`config.mk`:
```
export PLATFORM = sky130hd
export DESIGN_NAME = bfcs_rsp_queue
export DESIGN_NICKNAME = d
export VERILOG_FILES = /design/src/hw/rtl/bfcs_pkg.sv /design/src/hw/rtl/bfcs_rsp_queue.sv
export SDC_FILE = /design/constraint.sdc
export NUM_CORES = 1
export LEC_CHECK = 0
export BUFFER_PORTS_ARGS = -buffer_cell sky130_fd_sc_hd__clkbuf_2
export CAP_MARGIN = 20
export CORE_MARGIN = 5
export CORE_UTILIZATION = 45
export CTS_CLUSTER_SIZE = 10
export DETAILED_ROUTE_END_ITERATION = 8
export PLACE_DENSITY_LB_ADDON = 0.1
export SETUP_SLACK_MARGIN = 0.3
export SYNTH_ARGS = -nofsm -noshare
export SYNTH_HDL_FRONTEND = slang
export SYNTH_SLANG_ARGS = --single-unit
```
`constraint.sdc`:
```
create_clock -name clock -period 3.7 [get_ports clock]
set_clock_uncertainty 0.05 [all_clocks]
set_input_delay 0.37 -clock clock [delete_from_list [all_inputs] [get_ports clock]]
set_output_delay 0.37 -clock clock [all_outputs]
set_load 0.02 [all_outputs]
```
`src/hw/rtl/bfcs_pkg.sv`:
```
package bfcs_pkg;

   // image and window limits
   localparam int unsigned MAX_WIDTH  = 1024;
   localparam int unsigned MAX_WINDOW = 15;

   // field widths
   localparam int unsigned PIX_W   = 8;
   localparam int unsigned COL_W   = 10;
   localparam int unsigned ROW_W   = 12;
   localparam int unsigned IW_W    = 11;
   localparam int unsigned IH_W    = 12;
   localparam int unsigned WIN_W   = 4;
   localparam int unsigned CSR_W   = 12;
   localparam int unsigned CSR_AW  = 2;

   // running sums
   localparam int unsigned CS_W    = 12;
   localparam int unsigned WS_W    = 16;

   // reciprocal multiply
   localparam int unsigned RECIP_W     = 24;
   localparam int unsigned RECIP_SHIFT = 23;
   localparam int unsigned RECIP_ONE   = 1 << RECIP_SHIFT;
   localparam int unsigned PROD_W      = WS_W + RECIP_W;

   // row store: one row of MAX_WIDTH pixels per slot
   localparam int unsigned SLOT_W      = $clog2(MAX_WINDOW);
   localparam int unsigned STORE_DEPTH = MAX_WINDOW * MAX_WIDTH;
   localparam int unsigned STORE_AW    = SLOT_W + COL_W;

   // result queue
   localparam int unsigned RSP_DEPTH = 8;
   localparam int unsigned RSP_AW    = $clog2(RSP_DEPTH);
   localparam int unsigned RSP_CW    = $clog2(RSP_DEPTH + 1);

   // register indexes
   localparam logic [CSR_AW-1:0] CSR_WINDOW_WIDTH  = 2'd0;
   localparam logic [CSR_AW-1:0] CSR_WINDOW_HEIGHT = 2'd1;
   localparam logic [CSR_AW-1:0] CSR_IMAGE_WIDTH   = 2'd2;
   localparam logic [CSR_AW-1:0] CSR_IMAGE_HEIGHT  = 2'd3;

   // register reset values
   localparam logic [WIN_W-1:0] WINDOW_RESET = 4'd3;
   localparam logic [IW_W-1:0]  IMAGE_WIDTH_RESET  = 11'd640;
   localparam logic [IH_W-1:0]  IMAGE_HEIGHT_RESET = 12'd480;

   // (1<<23)/(m*n), index {m/2, n/2}
   localparam logic [RECIP_W-1:0] RECIP_TABLE [64] = '{
      RECIP_W'(RECIP_ONE / (1 * 1)),   RECIP_W'(RECIP_ONE / (1 * 3)),
      RECIP_W'(RECIP_ONE / (1 * 5)),   RECIP_W'(RECIP_ONE / (1 * 7)),
      RECIP_W'(RECIP_ONE / (1 * 9)),   RECIP_W'(RECIP_ONE / (1 * 11)),
      RECIP_W'(RECIP_ONE / (1 * 13)),  RECIP_W'(RECIP_ONE / (1 * 15)),
      RECIP_W'(RECIP_ONE / (3 * 1)),   RECIP_W'(RECIP_ONE / (3 * 3)),
      RECIP_W'(RECIP_ONE / (3 * 5)),   RECIP_W'(RECIP_ONE / (3 * 7)),
      RECIP_W'(RECIP_ONE / (3 * 9)),   RECIP_W'(RECIP_ONE / (3 * 11)),
      RECIP_W'(RECIP_ONE / (3 * 13)),  RECIP_W'(RECIP_ONE / (3 * 15)),
      RECIP_W'(RECIP_ONE / (5 * 1)),   RECIP_W'(RECIP_ONE / (5 * 3)),
      RECIP_W'(RECIP_ONE / (5 * 5)),   RECIP_W'(RECIP_ONE / (5 * 7)),
      RECIP_W'(RECIP_ONE / (5 * 9)),   RECIP_W'(RECIP_ONE / (5 * 11)),
      RECIP_W'(RECIP_ONE / (5 * 13)),  RECIP_W'(RECIP_ONE / (5 * 15)),
      RECIP_W'(RECIP_ONE / (7 * 1)),   RECIP_W'(RECIP_ONE / (7 * 3)),
      RECIP_W'(RECIP_ONE / (7 * 5)),   RECIP_W'(RECIP_ONE / (7 * 7)),
      RECIP_W'(RECIP_ONE / (7 * 9)),   RECIP_W'(RECIP_ONE / (7 * 11)),
      RECIP_W'(RECIP_ONE / (7 * 13)),  RECIP_W'(RECIP_ONE / (7 * 15)),
      RECIP_W'(RECIP_ONE / (9 * 1)),   RECIP_W'(RECIP_ONE / (9 * 3)),
      RECIP_W'(RECIP_ONE / (9 * 5)),   RECIP_W'(RECIP_ONE / (9 * 7)),
      RECIP_W'(RECIP_ONE / (9 * 9)),   RECIP_W'(RECIP_ONE / (9 * 11)),
      RECIP_W'(RECIP_ONE / (9 * 13)),  RECIP_W'(RECIP_ONE / (9 * 15)),
      RECIP_W'(RECIP_ONE / (11 * 1)),  RECIP_W'(RECIP_ONE / (11 * 3)),
      RECIP_W'(RECIP_ONE / (11 * 5)),  RECIP_W'(RECIP_ONE / (11 * 7)),
      RECIP_W'(RECIP_ONE / (11 * 9)),  RECIP_W'(RECIP_ONE / (11 * 11)),
      RECIP_W'(RECIP_ONE / (11 * 13)), RECIP_W'(RECIP_ONE / (11 * 15)),
      RECIP_W'(RECIP_ONE / (13 * 1)),  RECIP_W'(RECIP_ONE / (13 * 3)),
      RECIP_W'(RECIP_ONE / (13 * 5)),  RECIP_W'(RECIP_ONE / (13 * 7)),
      RECIP_W'(RECIP_ONE / (13 * 9)),  RECIP_W'(RECIP_ONE / (13 * 11)),
      RECIP_W'(RECIP_ONE / (13 * 13)), RECIP_W'(RECIP_ONE / (13 * 15)),
      RECIP_W'(RECIP_ONE / (15 * 1)),  RECIP_W'(RECIP_ONE / (15 * 3)),
      RECIP_W'(RECIP_ONE / (15 * 5)),  RECIP_W'(RECIP_ONE / (15 * 7)),
      RECIP_W'(RECIP_ONE / (15 * 9)),  RECIP_W'(RECIP_ONE / (15 * 11)),
      RECIP_W'(RECIP_ONE / (15 * 13)), RECIP_W'(RECIP_ONE / (15 * 15))
   };

   // one result as it sits in the queue
   typedef struct packed {
      logic [PIX_W-1:0] filtered_pixel;
      logic [COL_W-1:0] centre_x;
      logic [ROW_W-1:0] centre_y;
   } rsp_type;

endpackage

```
`src/hw/rtl/bfcs_rsp_queue.sv`:
```
module bfcs_rsp_queue (
   input  logic                      clock,
   input  logic                      reset,
   input  logic                      push,
   input  bfcs_pkg::rsp_type         push_data,
   input  logic                      pop,
   output logic                      valid,
   output bfcs_pkg::rsp_type         head,
   output logic [bfcs_pkg::RSP_CW-1:0] count
);

   import bfcs_pkg::*;

   rsp_type           slot_ff [RSP_DEPTH];
   logic [RSP_AW-1:0] wr_ptr_ff;
   logic [RSP_AW-1:0] rd_ptr_ff;
   logic [RSP_CW-1:0] count_ff;
   logic [RSP_CW-1:0] count_in;

   always_comb begin
      count_in = count_ff;
      if (push && !pop) begin
         count_in = count_ff + RSP_CW'(1);
      end else if (pop && !push) begin
         count_in = count_ff - RSP_CW'(1);
      end
   end

   always_ff @(posedge clock) begin
      if (reset) begin
         wr_ptr_ff <= '0;
         rd_ptr_ff <= '0;
         count_ff  <= '0;
      end else begin
         if (push) begin
            wr_ptr_ff <= wr_ptr_ff + RSP_AW'(1);
         end
         if (pop) begin
            rd_ptr_ff <= rd_ptr_ff + RSP_AW'(1);
         end
         count_ff <= count_in;
      end
   end

   always_ff @(posedge clock) begin
      if (push) begin
         slot_ff[wr_ptr_ff] <= push_data;
      end
   end

   assign valid = (count_ff != '0);
   assign head  = slot_ff[rd_ptr_ff];
   assign count = count_ff;

endmodule

```
==> results.txt, run 1 <==
Status = completed
Skew-Pair Late Insertion Delay = 530 ps
Syn_nets = 455
CORE AREA = 21700 um2
Slew @ Worst Pin = 1030 ps
Post-Place Worst Slack = 1180 ps
CTS tree = built
Port Buffer Count = 68
Number of synthesized register bits = 253
Synthesized area = 9850 um2
Post-synth top cells = 240 x edfxtp_1, 60 x mux4_1, 31 x mux2_2
H-tree depth = 1
CP Max Fanout = 35
Max-cap violations = 0
CP max-delay cell = dfxtp_4
Diode count = 0
Number of enable flip-flop cells after synthesis = 240
Number of global-route vias before repair = 4686
Net Switching = 0.00135 W
Via-to-Cell Ratio = 5.42
CP required = 3280 ps
# IOs = 69
DRT Wirelength = 18200 um
Fmax = 328 MHz
Vias = 4330
Ys async rst share = 0
Final worst-path cycle share = 0.823
Worst min-delay path class = in -> reg
Synthesis-to-finish area growth = 15.5%
Final Setup Violations = 0
Total gr overflow = 0
Yosys top cell area share = 0.732
DRT antenna net count = 0
Crit path launch type = flop
First-pass GRT wire length = 27500 um
Largest net degree at the start of global routing = 42
Area leader, netlist = edfxtp_1
Syn Area/Cell = 23.7 um2
Synth cell types = 22
Crit Path Class = reg -> out
RePlAce Congestion = 0.678
Total track usage = 0.148
Die X = 158 um
Final HPWL DP = 10100 um
Row count = 54
Sink Count = 253
Flop pwr share = 0.526
Reg2reg setup slack = 1780 ps
CTS Buf Count = 29
P_int = 0.00489 W
Synth area leaders = edfxtp_1 73%, mux4_1 16%, mux2_2 3.5%
Initial antenna violation count = 1
Worst EP arrival = 2620 ps
Mapped Cells = 415
Setup Buffers After CTS = 0
Yosys warnings = 0
Initial drt markers = 203
Net Sw Frac = 0.216
Drt first pass iters = 4
RSZ-0062 raised after global routing = no
Count leader, synth = edfxtp_1
PwrDens = 549 nW/um2
Hold buffer count at CTS = 0
Final Hold Vio Count = 0
Layout cells sized above 1 = 0.293
Max-slew headroom = 0.311
Top FF cell, synth = edfxtp_1
Max IR drop VDD = 351 uV
Clk pwr share = 0.386
Final worst setup slack = 656 ps
Combinational Power Share = 0.088
Initial Util = 0.454
Setup crit end kind = primary output
Clock buffer depth = 3
Worst-path clk slew = 50 ps
Resize count post-CTS = 0
Fin crit period = 3040 ps
Die height = 158 um
Max stage delay on crit path = 750 ps
Final setup TNS = 0 ps
Die area = 24900 um2
Residual DRC = 0
Critical path, cell by cell = buf_4 > mux4_1 > mux2_2 > clkbuf_2
Root buf cell = clkbuf_16
DR WL/cell = 22.8 um
Sequential share of the synthesized area = 0.758
Leak = 3.83 nW
Max-slew violations = 0
Final net count = 547
==> per-layer routing <==
layer	track usage	share of wire	routed length, um	up-vias
li1	-	-	-	1969
met1	0.196	0.44	8010	2256
met2	0.254	0.50	9040	74
met3	0.0344	0.048	881	29
met4	0.0324	0.014	249	2
met5	0	0.00077	14	-
==> cells by family (layout without fill, tap and decap cells) <==
kind of cell / after synthesis / in the layout / share of synthesized area
AOI/OAI and AO/OA: 4 / 4 / 0.00241
DFF: 253 / 253 / 0.758
xor gates and xnor gates: 6 / 6 / 0.00534
adders and majority gates: 6 / 6 / 0.00839
buffers and inverters: 21 / 125 / 0.0133
and+or+nand+nor: 31 / 31 / 0.0136
muxes: 94 / 94 / 0.199
==> cell type report <==
type | count | area [um2]
fill | 1691 | 10300
sequential | 253 | 7470
multi-input combinational | 141 | 2300
clock buffer | 40 | 767
timing repair buffer | 80 | 455
tap | 280 | 350
clock inverter | 3 | 16.3
inverter | 2 | 7.51
==> cells in the final DEF, fill, tap and decap left out, drive strengths merged <==
cell type / count
mux2: 31
edfxtp: 240
a211oi: 1
xor2: 3
inv: 3
or4: 1
nor2b: 1
a21oi: 2
nand2: 4
clkbuf: 108
clkinv: 2
mux2i: 3
a31oi: 1
nor3: 2
nor2: 19
nand2b: 3
nand3: 1
buf: 12
ha: 5
fa: 1
xnor2: 3
mux4: 60
dfxtp: 13
==> worst max-delay path: cells and delay by family, from the launching register on <==
kind / cells / cell delay, ps
buf+inv: 2 / 470
mux: 2 / 860
flops: 1 / 750
==> state kept, by name, summed over array words and instances, names as in the netlist, named ones only <==
name       cells
slot_ff      240
count          4
rd_ptr_ff      3
wr_ptr_ff      3
==> path summary, 6_finish.rpt <==
| path | startpoint | to | cells past startpoint |
|---|---|---|---|
| hold reg to reg | rd_ptr_ff[2] | flop | 2 |
| setup / recovery | flop | head[27] | 4 |
| setup reg to reg | wr_ptr_ff[1] | slot_ff[6][20] | 3 |
| hold / removal | push_data[16] | slot_ff[4][16] | 1 |
==> stage by stage <==
stage	hold slack (ps)	utilization	instances	total power [W]	cell area (um2)
final	64.1	0.524	799	0.00624	11400
after global routing	53.7	0.524	799	0.00650	11400
after CTS	42.2	0.524	799	0.00633	11400
after detailed placement	466	0.488	756	0.00391	10600
after global placement	450	0.488	756	0.00389	10600
after floorplan	419	-	415	0.00371	9850
==> power by group through the flow <==
stage / combinational (W) / clock (W) / sequential [W]
2_1_floorplan: 0.000391 / 0 / 0.00331
6_report: 0.000551 / 0.00241 / 0.00328
4_1_cts: 0.000566 / 0.00248 / 0.00328
3_5_place_dp: 0.000565 / 0 / 0.00334
3_3_place_gp: 0.000553 / 0 / 0.00334
5_1_grt: 0.000597 / 0.00261 / 0.00329
Note: power is estimated with default switching activity, not from simulation.
==> inputs of run 2 (changes only) <==
- ABC_AREA: not set -> 1
- clock period: 3.7 -> 2.75 ns (I/O delays scaled with it)
==> results.txt, run 2 <==
Final HPWL DP = 12300 um (was 10100 um)
Slew @ Worst Pin = 551 ps (was 1030 ps)
Largest family of logic cells by synthesized area = simple AND/OR/NAND/NOR gates (was multiplexers)
DRT Wirelength = 22900 um (was 18200 um)
Fin crit period = 2320 ps
H-tree depth = 1 (unchanged)
Total gr overflow = 0 (unchanged)
Yosys top cell area share = 0.711 (was 0.732)
Status = completed (unchanged)
Sink Count = 253 (unchanged)
CP Max Fanout = 30 (was 35)
Mux cell area share after synthesis = 0 (was 0.199)
Most common cell after layout, fill and taps aside = nor2_1 (was edfxtp_1)
Number of enable flip-flop cells after synthesis = 240 (unchanged)
First-pass GRT wire length = 35300 um (was 27500 um)
Crit path launch type = flop (unchanged)
Worst min-delay path class = in -> reg (unchanged)
Synth Area in Adders = 0.00814 (was 0.00839)
Most frequent cells in the layout = 248 x nor2_1, 240 x edfxtp_1, 171 x nand2_1 (was 240 x edfxtp_1, 68 x clkbuf_2, 60 x mux4_1)
DR WL/cell = 17.9 um (was 22.8 um)
Synth area leaders = edfxtp_1 71%, nor2_1 9.5%, nand2_1 6.3% (was edfxtp_1 73%, mux4_1 16%, mux2_2 3.5%)
Count leader, synth = nor2_1 (was edfxtp_1)
Total track usage = 0.170 (was 0.148)
Largest net degree at the start of global routing = 121 (was 42)
Drt first pass iters = 5 (was 4)
Number of global-route vias before repair = 6408 (was 4686)
Initial antenna violation count = 0 (was 1)
Max-cap violations = 0 (unchanged)
Clock buffer depth = 3 (unchanged)
Final net count = 1018 (was 547)
Synth Area in Simple Gates = 0.163 (was 0.0136)
Max reg flops = 240 (unchanged)
Most used cell, CP = nand2_1
CTS tree = built (unchanged)
Max stage delay on crit path = 470 ps (was 750 ps)
Root buf cell = clkbuf_16 (unchanged)
Final Hold Vio Count = 0 (unchanged)
Fraction of the mapped netlist area in compound gates = 0.0639 (was 0.00241)
Top FF cell, synth = edfxtp_1 (unchanged)
Die X = 160 um (was 158 um)
Area leader, netlist = edfxtp_1 (unchanged)
Reg with most FFs = slot_ff (unchanged)
Layout cells sized above 1 = 0.135 (was 0.293)
Mapped Cells = 885 (was 415)
Syn_nets = 925 (was 455)
Syn Area/Cell = 11.5 um2 (was 23.7 um2)
Diode count = 0 (unchanged)
Final design utilization = 0.534 (was 0.524)
RSZ-0062 raised after global routing = yes (was no)
Fmax = 432 MHz
Via-to-Cell Ratio = 5.03 (was 5.42)
PwrDens = 725 nW/um2 (was 549 nW/um2)
CTS Buf Count = 29 (unchanged)
Die area = 25600 um2 (was 24900 um2)
CORE AREA = 22400 um2 (was 21700 um2)
Yosys warnings = 0 (unchanged)
Critical path's top delay family = buffers and inverters (was multiplexers)
Worst Path Buf+Inv = 2 (unchanged)
Final worst-path cycle share = 0.842
RePlAce Congestion = 0.753 (was 0.678)
Critical path, cell by cell = buf_6 > nor2_1 > nor2_1 > o21ai_0 > nand2_1 > nand2_1 > nand2_1 > clkbuf_2 (was buf_4 > mux4_1 > mux2_2 > clkbuf_2)
Max IR drop VDD = 498 uV (was 351 uV)
Number of synthesized register bits = 253 (unchanged)
Max-slew violations = 0 (unchanged)
Residual DRC = 0 (unchanged)
Worst EP arrival = 1990 ps (was 2620 ps)
Max-slew headroom = 0.632 (was 0.311)
Synthesis-to-finish area growth = 18.2% (was 15.5%)
Worst-path clk slew = 60 ps (was 50 ps)
Post-synth top cells = 256 x nor2_1, 240 x edfxtp_1, 171 x nand2_1 (was 240 x edfxtp_1, 60 x mux4_1, 31 x mux2_2)
Final setup TNS = 0 ps (unchanged)
Initial drt markers = 401 (was 203)
DRT antenna net count = 0 (unchanged)
Setup crit end kind = primary output (unchanged)
Row count = 55 (was 54)
Synthesized area = 10100 um2 (was 9850 um2)
Skew-Pair Late Insertion Delay = 530 ps (about the same)
Crit Path Class = reg -> out (unchanged)
CP required = 2420 ps (was 3280 ps)
Port Buffer Count = 68 (unchanged)
Initial Util = 0.452 (was 0.454)
# IOs = 69 (unchanged)
Vias = 6407 (was 4330)
Sequential share of the synthesized area = 0.736 (was 0.758)
Ys async rst share = 0 (unchanged)
Leak = 4.47 nW (was 3.83 nW)
Synth Area in XOR/XNOR = 0.00173 (was 0.00534)
Synth cell types = 22 (unchanged)
Die height = 160 um (was 158 um)
CP max-delay cell = dfxtp_4 (unchanged)
Final Setup Violations = 0 (unchanged)
## run 2: kinds of logic after synthesis
kind of cell / Yosys count
and+or+nand+nor: 435
buffers and inverters: 60
DFF: 253
adders and majority gates: 6
xor gates and xnor gates: 2
AOI/OAI and AO/OA: 129
## run 2: per-stage QoR
step / power, W / hold slack [ps] / setup slack [ps] / std cells / cell area [um2]
final: 0.00870 / 12.5 / 434 / 1275 / 12000
after global routing: 0.00907 / 4.05 / 273 / 1275 / 12000
after CTS: 0.00874 / 4.43 / 296 / 1272 / 11900
after detailed placement: 0.00541 / 441 / 764 / 1211 / 10900
after global placement: 0.00541 / 456 / 786 / 1211 / 10900
after floorplan: 0.00507 / 324 / 352 / 885 / 10100
## run 2: cell type report
| class | count | area (um2) |
|---|---|---|
| Fill cell | 1946 | 10400 |
| Timing Repair Buffer | 108 | 855 |
| Inverter | 14 | 62.6 |
| Multi-Input combinational cell | 572 | 2460 |
| Clock buffer | 43 | 788 |
| Sequential cell | 253 | 7470 |
| Tap cell | 285 | 357 |
## run 2: worst paths after layout
| check | start | to | slack, ps | cells past startpoint |
|---|---|---|---|---|
| max | flop | head[8] | 430 | 8 |
| min | push_data[7] | slot_ff[2][7] | 10 | 1 |
| max reg2reg | wr_ptr_ff[0] | slot_ff[4][1] | 960 | 3 |
| min reg2reg | wr_ptr_ff[0] | wr_ptr_ff[0] | 450 | 2 |
## run 2: layer usage
metal | part of all wire | global-route usage | up-vias
met3 | 0.038 | 0.0250 | 27
met2 | 0.47 | 0.278 | 108
met5 | 0 | 0 | -
met4 | 0.013 | 0.0348 | 0
li1 | - | - | 3198
met1 | 0.48 | 0.246 | 3074
## run 2: where the power goes
part / leakage (nW) / total (W) / internal, W / switching [W]
Clock: 0.380 / 0.00332 / 0.00194 / 0.00138
Combinational: 1.80 / 0.00102 / 0.000332 / 0.000691
Sequential: 2.29 / 0.00436 / 0.00432 / 0.0000395
## run 2: timing repair
item                                    CTS  global route
hold buffers                             18             0
resized for setup                         4             3
cloned                                    0             3
setup buffers                             0             0
pin swaps                                 0             0
hold endpoints to repair                128             0
endpoints found under the setup margin   28            30
